**config.mk**
```make
export PLATFORM = sky130hd
export DESIGN_NAME = positional_array_table
export DESIGN_NICKNAME = d
export VERILOG_FILES = /design/src/rtl/core/pat_pkg.sv /design/src/rtl/core/pat_ram.sv /design/src/rtl/core/pat_ctrl.sv /design/src/rtl/core/positional_array_table.sv
export SDC_FILE = /design/constraint.sdc
export NUM_CORES = 2
export LEC_CHECK = 0
export BUFFER_PORTS_ARGS = -buffer_cell sky130_fd_sc_hd__buf_2
export CAP_MARGIN = 20
export CORE_UTILIZATION = 30
export CTS_CLUSTER_SIZE = 10
export DETAILED_ROUTE_END_ITERATION = 6
export PLACE_DENSITY = 0.55
export SLEW_MARGIN = 5
export SYNTH_ARGS = -nofsm -noshare
export SYNTH_HDL_FRONTEND = slang
export SYNTH_SLANG_ARGS = --single-unit
```
**constraint.sdc**
```tcl
create_clock -name clk -period 6.3 [get_ports clk]
set_input_delay 1.26 -clock clk [delete_from_list [all_inputs] [get_ports clk]]
set_output_delay 1.26 -clock clk [all_outputs]
set_load 0.05 [all_outputs]
```
**src/rtl/core/pat_pkg.sv**
```systemverilog
`timescale 1ns / 1ps
// Shared types and constants for the positional array table.
// Used by pat_ctrl, positional_array_table and the testbench; no dependencies.
package pat_pkg;

	localparam int WORD_W    = 32;
	localparam int CMD_W     = 3;
	localparam int POS_W     = 8;
	localparam int CNT_W     = 7;
	localparam int DEPTH_DEF = 64;

	typedef enum logic [CMD_W-1:0] {
		CMD_CLEAR   = 3'd0,
		CMD_DISPLAY = 3'd1,
		CMD_INSERT  = 3'd2,
		CMD_DELETE  = 3'd3,
		CMD_SEARCH  = 3'd4
	} cmd_t;

	typedef enum logic [2:0] {
		ST_OK       = 3'd0,
		ST_FULL     = 3'd1,
		ST_EMPTY    = 3'd2,
		ST_BADPOS   = 3'd3,
		ST_NOTFOUND = 3'd4
	} status_t;

	typedef struct packed {
		status_t                  status;
		logic signed [WORD_W-1:0] element;
		logic [CNT_W-1:0]         found_pos;
		logic [CNT_W-1:0]         count;
		logic                     last;
	} res_t;

endpackage

```
**src/rtl/core/pat_ram.sv**
```systemverilog
`timescale 1ns / 1ps
// Generic simple dual-port RAM: one write port, one registered read port.
// No dependencies.
module pat_ram #(
	parameter int WIDTH = 32,
	parameter int DEPTH = 64,
	localparam int AW = (DEPTH > 1) ? $clog2(DEPTH) : 1
) (
	input  logic             clk,
	input  logic             we,
	input  logic [AW-1:0]    waddr,
	input  logic [WIDTH-1:0] wdata,
	input  logic             re,
	input  logic [AW-1:0]    raddr,
	output logic [WIDTH-1:0] rdata
);

	logic [WIDTH-1:0] mem_q [DEPTH];

	always_ff @(posedge clk) begin
		if (we) begin
			mem_q[waddr] <= wdata;
		end
		if (re) begin
			rdata <= mem_q[raddr];
		end
	end

endmodule

```
**src/rtl/core/pat_ctrl.sv**
```systemverilog
`timescale 1ns / 1ps
// Command sequencer (needs pat_pkg): walks the element RAM one entry a cycle,
// pausing display on res_ready, via one index adder and one word comparator.
module pat_ctrl import pat_pkg::*; #(
	parameter int DEPTH = DEPTH_DEF,
	localparam int AW = (DEPTH > 1) ? $clog2(DEPTH) : 1
) (
	input  logic                     clk,
	input  logic                     arst_n,
	input  logic                     req_valid,
	output logic                     busy,
	input  logic [CMD_W-1:0]         cmd,
	input  logic [POS_W-1:0]         position,
	input  logic signed [WORD_W-1:0] insert_value,
	input  logic signed [WORD_W-1:0] search_key,
	input  logic                     res_ready,
	output logic                     res_valid,
	output res_t                     res,
	output logic                     ram_we,
	output logic [AW-1:0]            ram_waddr,
	output logic [WORD_W-1:0]        ram_wdata,
	output logic                     ram_re,
	output logic [AW-1:0]            ram_raddr,
	input  logic [WORD_W-1:0]        ram_rdata
);

	typedef enum logic [2:0] {
		S_IDLE,
		S_DISP,
		S_INS,
		S_PUT,
		S_DEL,
		S_SRCH,
		S_RES
	} state_t;

	state_t           state_q;
	logic [CNT_W-1:0] cnt_q;
	logic [CNT_W-1:0] idx_q;
	logic [CNT_W-1:0] wa_q;
	logic [CNT_W-1:0] tgt_q;
	logic             pend_q;
	logic [WORD_W-1:0] val_q;
	logic [WORD_W-1:0] key_q;
	status_t          status_q;
	logic [CNT_W-1:0] fpos_q;

	logic [CNT_W-1:0] idx_nxt;
	logic             hit;
	logic             disp_last;
	logic [POS_W-1:0] pos_m1;
	logic [POS_W-1:0] cnt_p1;
	logic             full;

	// The one index adder: steps down while opening a gap, up otherwise.
	assign idx_nxt   = idx_q + ((state_q == S_INS) ? {CNT_W{1'b1}} : CNT_W'(1));
	assign hit       = pend_q && (ram_rdata == key_q);
	assign disp_last = (idx_nxt == cnt_q);
	assign pos_m1    = position - POS_W'(1);
	assign cnt_p1    = POS_W'(cnt_q) + POS_W'(1);
	assign full      = (cnt_q == CNT_W'(DEPTH));
	assign busy      = (state_q != S_IDLE);

	always_comb begin
		ram_we    = 1'b0;
		ram_waddr = wa_q[AW-1:0];
		ram_wdata = ram_rdata;
		ram_re    = 1'b0;
		ram_raddr = idx_q[AW-1:0];
		case (state_q)
			S_IDLE: begin
				if (req_valid && cmd == CMD_DISPLAY && cnt_q != '0) begin
					ram_re    = 1'b1;
					ram_raddr = '0;
				end
			end
			S_DISP: begin
				if (res_ready && !disp_last) begin
					ram_re    = 1'b1;
					ram_raddr = idx_nxt[AW-1:0];
				end
			end
			S_INS: begin
				ram_we = pend_q;
				if (idx_q > tgt_q) begin
					ram_re    = 1'b1;
					ram_raddr = idx_nxt[AW-1:0];
				end
			end
			S_PUT: begin
				ram_we    = 1'b1;
				ram_waddr = tgt_q[AW-1:0];
				ram_wdata = val_q;
			end
			S_DEL: begin
				ram_we = pend_q;
				if (idx_nxt < cnt_q) begin
					ram_re    = 1'b1;
					ram_raddr = idx_nxt[AW-1:0];
				end
			end
			S_SRCH: begin
				if (!hit && idx_q < cnt_q) begin
					ram_re = 1'b1;
				end
			end
			default: begin
			end
		endcase
	end

	always_comb begin
		res_valid     = 1'b0;
		res.status    = status_q;
		res.element   = '0;
		res.found_pos = fpos_q;
		res.count     = cnt_q;
		res.last      = 1'b1;
		case (state_q)
			S_DISP: begin
				res_valid     = 1'b1;
				res.status    = ST_OK;
				res.element   = ram_rdata;
				res.found_pos = '0;
				res.last      = disp_last;
			end
			S_RES: begin
				res_valid = 1'b1;
			end
			default: begin
			end
		endcase
	end

	always_ff @(posedge clk or negedge arst_n) begin
		if (!arst_n) begin
			state_q  <= S_IDLE;
			cnt_q    <= '0;
			idx_q    <= '0;
			wa_q     <= '0;
			tgt_q    <= '0;
			pend_q   <= 1'b0;
			val_q    <= '0;
			key_q    <= '0;
			status_q <= ST_OK;
			fpos_q   <= '0;
		end else begin
			case (state_q)
				S_IDLE: begin
					if (req_valid) begin
						status_q <= ST_OK;
						fpos_q   <= '0;
						pend_q   <= 1'b0;
						state_q  <= S_RES;
						case (cmd)
							CMD_CLEAR: begin
								cnt_q <= '0;
							end
							CMD_DISPLAY: begin
								if (cnt_q == '0) begin
									status_q <= ST_EMPTY;
								end else begin
									idx_q   <= '0;
									state_q <= S_DISP;
								end
							end
							CMD_INSERT: begin
								if (full) begin
									status_q <= ST_FULL;
								end else if (position == '0 || position > cnt_p1) begin
									status_q <= ST_BADPOS;
								end else begin
									tgt_q   <= pos_m1[CNT_W-1:0];
									idx_q   <= cnt_q;
									val_q   <= insert_value;
									state_q <= S_INS;
								end
							end
							CMD_DELETE: begin
								if (cnt_q == '0) begin
									status_q <= ST_EMPTY;
								end else if (position == '0 || position > POS_W'(cnt_q)) begin
									status_q <= ST_BADPOS;
								end else begin
									idx_q   <= pos_m1[CNT_W-1:0];
									state_q <= S_DEL;
								end
							end
							CMD_SEARCH: begin
								if (cnt_q == '0) begin
									status_q <= ST_EMPTY;
								end else begin
									idx_q   <= '0;
									key_q   <= search_key;
									state_q <= S_SRCH;
								end
							end
							default: begin
							end
						endcase
					end
				end
				S_DISP: begin
					if (res_ready) begin
						if (disp_last) begin
							state_q <= S_IDLE;
						end else begin
							idx_q <= idx_nxt;
						end
					end
				end
				S_INS: begin
					if (idx_q > tgt_q) begin
						pend_q <= 1'b1;
						wa_q   <= idx_q;
						idx_q  <= idx_nxt;
					end else begin
						pend_q <= 1'b0;
						if (!pend_q) begin
							state_q <= S_PUT;
						end
					end
				end
				S_PUT: begin
					cnt_q   <= cnt_q + CNT_W'(1);
					state_q <= S_RES;
				end
				S_DEL: begin
					if (idx_nxt < cnt_q) begin
						pend_q <= 1'b1;
						wa_q   <= idx_q;
						idx_q  <= idx_nxt;
					end else begin
						pend_q <= 1'b0;
						if (!pend_q) begin
							cnt_q   <= cnt_q - CNT_W'(1);
							state_q <= S_RES;
						end
					end
				end
				S_SRCH: begin
					if (hit) begin
						fpos_q  <= wa_q;
						state_q <= S_RES;
					end else if (idx_q < cnt_q) begin
						pend_q <= 1'b1;
						wa_q   <= idx_nxt;
						idx_q  <= idx_nxt;
					end else begin
						pend_q <= 1'b0;
						if (!pend_q) begin
							status_q <= ST_NOTFOUND;
							state_q  <= S_RES;
						end
					end
				end
				S_RES: begin
					if (res_ready) begin
						state_q <= S_IDLE;
					end
				end
				default: begin
					state_q <= S_IDLE;
				end
			endcase
		end
	end

endmodule

```
**src/rtl/core/positional_array_table.sv**
```systemverilog
`timescale 1ns / 1ps
// Positional array table: a packed table of signed words in a single RAM,
// edited and read by a one-entry-a-cycle sequencer.
// Depends on pat_pkg, pat_ram and pat_ctrl.
//
// Usage. Each request on the input channel (in_valid / in_stall) carries one
// command: clear, display, insert, delete or search, with a 1-based position,
// an insert value and a search key. Results leave on the output channel
// (out_valid / out_stall) from an output register; display gives one result
// per held element with last set on the final one (a single result on an
// empty table), every other command gives a single result with last set.
// Each result reports a status and the count held after the command.
// Timing. in_stall is high from the edge that accepts a request until its
// final result is loaded into the output register, so one request is worked
// at a time. The sequencer reads or writes one RAM entry per cycle through a
// single read and a single write port. A display reads the held elements in
// order; a search compares from the first entry until a match or the end;
// insert moves each entry from the last down to the position one place back,
// then writes the value; delete moves each entry after the position one place
// forward; clear, an empty table, a rejected position or a spare code go
// straight to the result. A waiting result does not stop the next request
// being taken once the sequencer is free.
// Reset. arst_n clears the count, the sequencer and the output valid flag at
// once; the RAM needs no clearing pass as only written entries are ever read.
// Stall. While out_stall holds a result in the output register, the sequencer
// waits at its next result, and a display walk simply pauses on the current
// element; the shifting and comparing walks run on regardless.
module positional_array_table import pat_pkg::*; #(
	parameter int DEPTH = DEPTH_DEF
) (
	input  logic                     clk,
	input  logic                     arst_n,
	input  logic                     in_valid,
	output logic                     in_stall,
	input  logic [CMD_W-1:0]         cmd,
	input  logic [POS_W-1:0]         position,
	input  logic signed [WORD_W-1:0] insert_value,
	input  logic signed [WORD_W-1:0] search_key,
	output logic                     out_valid,
	input  logic                     out_stall,
	output logic [2:0]               status,
	output logic signed [WORD_W-1:0] element,
	output logic [CNT_W-1:0]         found_position,
	output logic [CNT_W-1:0]         count,
	output logic                     last
);

	localparam int AW = (DEPTH > 1) ? $clog2(DEPTH) : 1;

	logic              busy;
	logic              res_ready;
	logic              res_valid;
	res_t              res;
	logic              ram_we;
	logic [AW-1:0]     ram_waddr;
	logic [WORD_W-1:0] ram_wdata;
	logic              ram_re;
	logic [AW-1:0]     ram_raddr;
	logic [WORD_W-1:0] ram_rdata;

	logic out_valid_q;
	res_t out_q;

	// The sequencer only takes a request while it is idle.
	assign in_stall = busy;

	// A result may be loaded when the output register is empty or being drained.
	assign res_ready = !out_valid_q || !out_stall;

	pat_ctrl #(
		.DEPTH(DEPTH)
	) u_ctrl (
		.clk          (clk),
		.arst_n       (arst_n),
		.req_valid    (in_valid),
		.busy         (busy),
		.cmd          (cmd),
		.position     (position),
		.insert_value (insert_value),
		.search_key   (search_key),
		.res_ready    (res_ready),
		.res_valid    (res_valid),
		.res          (res),
		.ram_we       (ram_we),
		.ram_waddr    (ram_waddr),
		.ram_wdata    (ram_wdata),
		.ram_re       (ram_re),
		.ram_raddr    (ram_raddr),
		.ram_rdata    (ram_rdata)
	);

	pat_ram #(
		.WIDTH(WORD_W),
		.DEPTH(DEPTH)
	) u_store (
		.clk   (clk),
		.we    (ram_we),
		.waddr (ram_waddr),
		.wdata (ram_wdata),
		.re    (ram_re),
		.raddr (ram_raddr),
		.rdata (ram_rdata)
	);

	// Output register: the payload needs no reset, only the valid flag does.
	always_ff @(posedge clk or negedge arst_n) begin
		if (!arst_n) begin
			out_valid_q <= 1'b0;
		end else if (res_valid && res_ready) begin
			out_valid_q <= 1'b1;
		end else if (!out_stall) begin
			out_valid_q <= 1'b0;
		end
	end

	always_ff @(posedge clk) begin
		if (res_valid && res_ready) begin
			out_q <= res;
		end
	end

	assign out_valid      = out_valid_q;
	assign status         = out_q.status;
	assign element        = out_q.element;
	assign found_position = out_q.found_pos;
	assign count          = out_q.count;
	assign last           = out_q.last;

	// An accepted request always keeps the sequencer busy for the next cycle.
	a_busy_after_accept: assert property (@(posedge clk) disable iff (!arst_n)
		(in_valid && !in_stall) |=> in_stall)
		else $error("sequencer free straight after taking a request");

	// The table never holds more than DEPTH entries.
	a_count_bound: assert property (@(posedge clk) disable iff (!arst_n)
		out_valid |-> (count <= CNT_W'(DEPTH)))
		else $error("count beyond table depth");

	// Only a display walk gives a result without last, and never on an empty table.
	a_mid_display: assert property (@(posedge clk) disable iff (!arst_n)
		(out_valid && !last) |-> (status == ST_OK && count != '0))
		else $error("non-final result outside a display walk");

	// A found position is a held position of a successful search.
	a_found_range: assert property (@(posedge clk) disable iff (!arst_n)
		(out_valid && found_position != '0) |-> (status == ST_OK && found_position <= count))
		else $error("found position outside the table");

endmodule

```
**After elaboration in Yosys (flattened, before gate mapping)**

Memories as Yosys holds them, arrays and structs flattened. A register that Yosys moved wholly into a read port is not among the register bits.
Cells that the tools add are included.

- ROM bits: 0
- Memories kept: 1
- Memory bits (writable): 2048
- Latch bits: 0
- Logic and storage cells: 182
- Bits of input ports: 79
- Bits in registers: 157
- Output and inout bits: 52

- Equal/unequal tests: 38
- Bitwise operators: 3
- Magnitude comparators: 5
- Multipliers: 0
- Divide/modulo/power cells: 0
- Reductions and logical operators: 36
- Add/sub/neg operators: 5
- Mux-type cells: 78
- Shift-type cells: 0

Memories:

| name | words | width | rd ports | clocked after memory_dff | write ports | RTL line | RTL |
|---|---|---|---|---|---|---|---|
| u_store.mem_q | 64 | 32 | 1 | 1 | 1 | pat_ram.sv:18 | `logic [WIDTH-1:0] mem_q [DEPTH];` |

Operators with widths:

| operator | count |
|---|---|
| 7-bit two-way mux | 21 |
| 7-bit one-hot mux with 3 select lines | 3 |
| 3-bit two-way mux | 20 |
| 7-bit one-hot mux with 5 select lines | 1 |
| 32-bit equality test | 1 |
| 32-bit two-way mux | 1 |
| 6-bit two-way mux | 5 |
| 2-bit inequality test, second input constant | 13 |
| 6-bit one-hot mux with 4 select lines | 1 |
| 3-bit one-hot mux with 7 select lines | 1 |
| 5-bit AND reduction | 4 |
| 3-bit inequality test, second input constant | 5 |
| 7-bit < comparator | 2 |
| 7-bit one-hot mux with 2 select lines | 1 |
| 14-bit AND reduction | 1 |
| 7-bit by 1-bit subtractor with 7-bit output, second input constant | 2 |
| 1-bit two-way mux | 13 |
| 3-bit by 2-bit equality test with 1-bit output, second input constant | 4 |
| 3-bit equality test, second input constant | 4 |
| 3-bit one-hot mux with 4 select lines | 1 |
| 2-bit two-way mux | 5 |
| 2-bit by 1-bit inequality test with 1-bit output, second input constant | 5 |
| 3-bit one-hot mux with 3 select lines | 1 |
| 3-bit nonzero test | 3 |
| 30 further kinds | 47 |

**Logic depth before layout (Yosys ltp)**

- Depth after elaboration: 8
- Gate-level depth with buffers: 24
- Depth with buffers taken out: 19

**By module**

From an unflattened synthesis, not the netlist that was laid out.

- Cells, all modules: 4390
- Area total of the unflattened synthesis: 88277.2 µm²

By module, submodules not included:

| module | cells each | instances | area each (µm²) | sequential area each (µm²) |
|---|---|---|---|---|
| pat_ram | 3511 | 1 | 79359.9 | 62459.9 |
| pat_ctrl | 825 | 1 | 7368.3 | 2652.5 |
| positional_array_table | 54 | 1 | 1549.0 | 1526.5 |

**Worst setup path before layout**

OpenSTA, ideal clock, no wires.

- Path type: register to register
- From: reg u_ctrl.state_q[1]
- To: reg u_store.rdata[14], read port of u_store.mem_q (data pin)
- Arrival time: 4.920 ns
- Buffers on the path: 3
- Period minus slack after synthesis: 5.192 ns
- Stages on the path, launching flop included: 22
- Library setup time: 0.272 ns
- Setup slack: 1.108 ns
- Required time: 6.028 ns
- Cells stage by stage: dfrtp_1 -> buf_4 -> or3b_4 -> inv_2 -> ha_1 -> a211oi_1 -> o21bai_1 -> a21oi_1 -> xnor2_1 -> ha_1 -> o21ai_0 -> nor2_1 -> o31a_1 -> or4_4 -> nand2_4 -> buf_2 -> buf_1 -> mux2i_1 -> a32oi_1 -> nand4_1 -> nor2_1 -> or4_1

- Word-level cells in the longest chain between the ends: 8
- Elaborated cells on any way between the ends: 18
- Those cells by class: add/sub: 1; order compare: 1; eq/ne: 5; mux: 8; reduce/logical: 3

RTL lines:

| element | RTL line | RTL |
|---|---|---|
| start: declaration | pat_ctrl.sv:37 | `state_t state_q;` |
| start signal: assignment | pat_ctrl.sv:137 | `state_q <= S_IDLE;` |
| start signal: assignment | pat_ctrl.sv:154 | `state_q <= S_RES;` |
| start signal: assignment | pat_ctrl.sv:164 | `state_q <= S_DISP;` |
| branches (longest 8 deep; another with 7-bit adder) | - |  |
| end: declaration | pat_ram.sv:15 | `output logic [WIDTH-1:0] rdata` |

Several ways; the timed one is not identified.
A chain may end at the register's enable or synchronous reset.

**Final worst setup path**

- From: reg u_ctrl.state_q[0]
- To: reg u_store.rdata[13], read port of u_store.mem_q (data pin)

Same word-level chain as after synthesis.

==> summary.json <==
{
  "routed_wire_length_per_instance_um": 26.2,
  "max-cap-violations": 0,
  "number_of_antenna_violations_at_the_first_check_in_global_routing": 23,
  "ctsRootBufferMaster": "sky130_fd_sc_hd__clkbuf_16",
  "design.portCount": 131,
  "antenna_violating_nets_post_route": 0,
  "r2r_end": "u_store.rdata[13]",
  "clock-sinks": 2237,
  "synth_edf_count": 2130,
  "yosys_warnings": 0,
  "report.final.setup_viol": 0,
  "ys_async_rst_share_pct": 4.78,
  "hpwlAfterDp_mm": 170,
  "final_area_mm2": 0.105,
  "io_buffers": 130,
  "global_route.overflow_total": 0,
  "regToRegSetupSlack_ns": 0.20,
  "grt_setup_unrepaired": "yes",
  "timing.final.crit_share_pct": 96.8,
  "fp.dieArea_mm2": 0.299,
  "grt_pass1_vias": 54500,
  "start_kind": "register",
  "start_util_pct": 30.2,
  "instance_count_of_the_mapped_netlist": 6378,
  "fin_skew_ns": 0.0566,
  "fin_nets": 6925,
  "synthFlopType": "sky130_fd_sc_hd__edfxtp_1",
  "post_route_cells_drive_above_1_share_pct": 15.3,
  "avgSynthCellArea_um2": 14.0,
  "std_cell_rows": 199,
  "grt_first_pass_wirelength_mm": 402,
  "req_time_crit_path_ns": 6.94,
  "gp_congestion": 0.851,
  "post_layout_nonfiller_instances": 10800,
  "timing_worst_setup_path_type": "register to register",
  "cts_tree": "built",
  "commonest_cells_after_routing_fill_and_taps_aside": "2130 x sky130_fd_sc_hd__edfxtp_1, 1574 x sky130_fd_sc_hd__nand2_1, 406 x sky130_fd_sc_hd__nand3_1, 317 x sky130_fd_sc_hd__buf_4, 308 x sky130_fd_sc_hd__a21oi_1",
  "final_common_cell": "sky130_fd_sc_hd__edfxtp_1",
  "first_element_of_the_critical_path": "u_ctrl.state_q[0]",
  "synth_cell_types": 86,
  "slew_headroom_pct": 23.3,
  "clock_insertion_delay_worst_skew_ns": 0.93,
  "placed_cells": 10400,
  "critical_path_peak_fanout": 43,
  "route.detailed.vias_per_inst": 5.28,
  "achievable-frequency_mhz": 164,
  "cp_data_arrival_time_ns": 6.73,
  "core-area_mm2": 0.295,
  "worst_slew_pin_slew_ns": 1.15,
  "finalHoldViolations": 0,
  "r2r_start": "u_ctrl.state_q[0]",
  "worst_hold_path_type": "input pin to asynchronous set/reset pin",
  "end_kind": "register",
  "postSynthRegisterBits": 2237,
  "route.vias.total": 57000,
  "die-width_um": 547,
  "drt-total-wl_mm": 282,
  "detail_route.first_pass.iterations": 7,
  "grt_start_max_net_pins": 89,
  "detail_route.drc_violations": 0,
  "post-route-min-period_ns": 6.10,
  "run_status": "completed",
  "post-route-util_pct": 35.6,
  "yosysSeqAreaShare_pct": 74.9,
  "worstRegToRegCells": 22,
  "first_iter_violations": 7038,
  "die-height_um": 547,
  "finalMaxSlewViolations": 0,
  "numCtsBuffers": 278,
  "h-tree-depth": 5,
  "syn-num-nets": 6508,
  "placed_area_mm2": 0.0970,
  "area_delta_synth_final_pct": 17.8,
  "groute.usage.overall_pct": 18.4,
  "clock_path_buffers": 4,
  "cts.clk_slew.worst_paths_ns": 0.06,
  "cts.hold.buffers_added": 0,
  "synthesis.area_mm2": 0.0890,
  "setup.worst_path.end": "u_store.rdata[13]"
}
[area by class of cell]
cell class | instances | area (µm²)
inverter | 40 | 150
fill | 27900 | 190000
clock inverter | 10 | 101
tap | 3919 | 4900
antenna | 6 | 15.0
multi-input combinational | 3720 | 21200
sequential | 2237 | 66600
timing repair buffer | 518 | 4450
clock buffer | 336 | 7430
[repair_timing]
item                       in CTS  in global routing
pin swaps                       1                  5
gates resized for setup         5                 15
hold endpoints to repair        0                  0
setup buffers                   2                 13
gates cloned                    0                  0
setup endpoints to repair      11                 30
[worst min-delay path by stage]
stage / from / end / slack [ns]
2_1_floorplan: u_ctrl.status_q[2] / u_ctrl.status_q[2] / 0.44
3_3_place_gp: u_ctrl.status_q[2] / u_ctrl.status_q[2] / 0.46
3_5_place_dp: u_ctrl.status_q[2] / u_ctrl.status_q[2] / 0.47
4_1_cts: arst_n / u_ctrl.key_q[24] / 0.47
5_1_grt: u_ctrl.status_q[2] / u_ctrl.status_q[2] / 0.50
6_report: arst_n / u_ctrl.key_q[6] / 0.48
[worst max-delay path, stage by stage, from the launching register on]
cell and delay, ns:
sky130_fd_sc_hd__dfrtp_1 0.38, sky130_fd_sc_hd__or3b_4 0.44, sky130_fd_sc_hd__inv_2 0.16, sky130_fd_sc_hd__ha_1 0.27, sky130_fd_sc_hd__a21o_1 0.19, sky130_fd_sc_hd__a21oi_1 0.25
sky130_fd_sc_hd__o21bai_1 0.10, sky130_fd_sc_hd__a21oi_1 0.21, sky130_fd_sc_hd__xnor2_1 0.22, sky130_fd_sc_hd__ha_1 0.31, sky130_fd_sc_hd__nand4_1 0.20, sky130_fd_sc_hd__o211ai_1 0.14
sky130_fd_sc_hd__a22o_2 0.35, sky130_fd_sc_hd__o31ai_4 0.34, sky130_fd_sc_hd__buf_4 0.21, sky130_fd_sc_hd__nand2_8 0.21, sky130_fd_sc_hd__buf_12 0.31, sky130_fd_sc_hd__buf_4 0.20
sky130_fd_sc_hd__nand2_1 0.07, sky130_fd_sc_hd__a21oi_1 0.08, sky130_fd_sc_hd__a221oi_2 0.39, sky130_fd_sc_hd__a211oi_2 0.18, sky130_fd_sc_hd__or4_1 0.56
[metal layers]
| metal | wire [µm] | GRT usage, % | vias up |
|---|---|---|---|
| met5 | 21 | 0 | - |
| met4 | 5600 | 4.43 | 4 |
| met3 | 25400 | 3.63 | 356 |
| met2 | 130000 | 29.2 | 2729 |
| met1 | 121000 | 25.8 | 29300 |
| li1 | - | - | 24700 |
[registers in the layout, indices dropped and copies added (netlist names)]
signal and cells:
u_ctrl.val_q 32, last 1, element 32, u_ctrl.tgt_q 7, out_valid 1, u_store.rdata 32, u_ctrl.key_q 32, count 7
u_ctrl.wa_q 7, u_ctrl.status_q 3, u_store.mem_q 2048, status 3, u_ctrl.idx_q 7, u_ctrl.pend_q 1, found_position 7, u_ctrl.state_q 3
u_ctrl.fpos_q 7, u_ctrl.cnt_q 7
[Yosys cell counts, types with 13 or more instances]
cell type	n	area, µm²
sky130_fd_sc_hd__inv_1	39	146
sky130_fd_sc_hd__a21oi_1	309	1550
sky130_fd_sc_hd__mux2i_1	136	1360
sky130_fd_sc_hd__o211ai_1	38	285
sky130_fd_sc_hd__nor2_1	136	510
sky130_fd_sc_hd__dfrtp_1	107	2680
sky130_fd_sc_hd__buf_2	179	896
sky130_fd_sc_hd__o22ai_1	14	87.6
sky130_fd_sc_hd__xnor2_1	18	158
sky130_fd_sc_hd__nor3_1	63	315
sky130_fd_sc_hd__o21ai_0	65	325
sky130_fd_sc_hd__a31oi_1	132	826
sky130_fd_sc_hd__a32oi_1	68	596
sky130_fd_sc_hd__a22oi_1	54	405
sky130_fd_sc_hd__o31ai_1	19	143
sky130_fd_sc_hd__o2111ai_1	20	175
sky130_fd_sc_hd__and2_1	41	257
sky130_fd_sc_hd__a211oi_1	81	608
sky130_fd_sc_hd__or3_1	13	81.3
sky130_fd_sc_hd__nor2b_1	15	93.8
sky130_fd_sc_hd__edfxtp_1	2130	64000
sky130_fd_sc_hd__o21a_1	16	120
sky130_fd_sc_hd__or4_1	22	165
sky130_fd_sc_hd__buf_1	38	143
sky130_fd_sc_hd__xor2_1	39	342
sky130_fd_sc_hd__nand2_1	1576	5920
sky130_fd_sc_hd__buf_4	22	165
sky130_fd_sc_hd__a221oi_1	76	666
sky130_fd_sc_hd__nand4_1	86	538
sky130_fd_sc_hd__mux2_2	108	1220
sky130_fd_sc_hd__clkbuf_1	137	514
sky130_fd_sc_hd__nand3_1	407	2040
sky130_fd_sc_hd__ha_1	49	613
[cells by family (layout without fill, tap and decap cells)]
group | count (synthesis) | in the layout | share of synthesized area [%]
XOR/XNOR | 57 | 57 | 0.561
multiplexers | 247 | 247 | 2.97
other | 0 | 6 | 0
adder cells (fa/ha/maj) | 51 | 51 | 0.734
AO/OA/AOI/OAI | 951 | 951 | 7.10
buffers and inverters | 421 | 904 | 2.16
flip-flops | 2237 | 2237 | 74.9
AND/OR/NAND/NOR | 2414 | 2414 | 11.6
[metrics by stage]
step	setup TNS [ns]	hold WS, ns	setup slack (ns)
final	0	0.480	0.204
after global routing	-0.0635	0.497	-0.0271
after CTS	0	0.471	0.0109
after detailed placement	-1.13	0.467	-0.267
after global placement	-4.57	0.464	-0.777
after floorplan	0	0.442	1.11
Power is not shown: default switching activity piles up to over one toggle a cycle in this logic, so the estimate is an artifact.
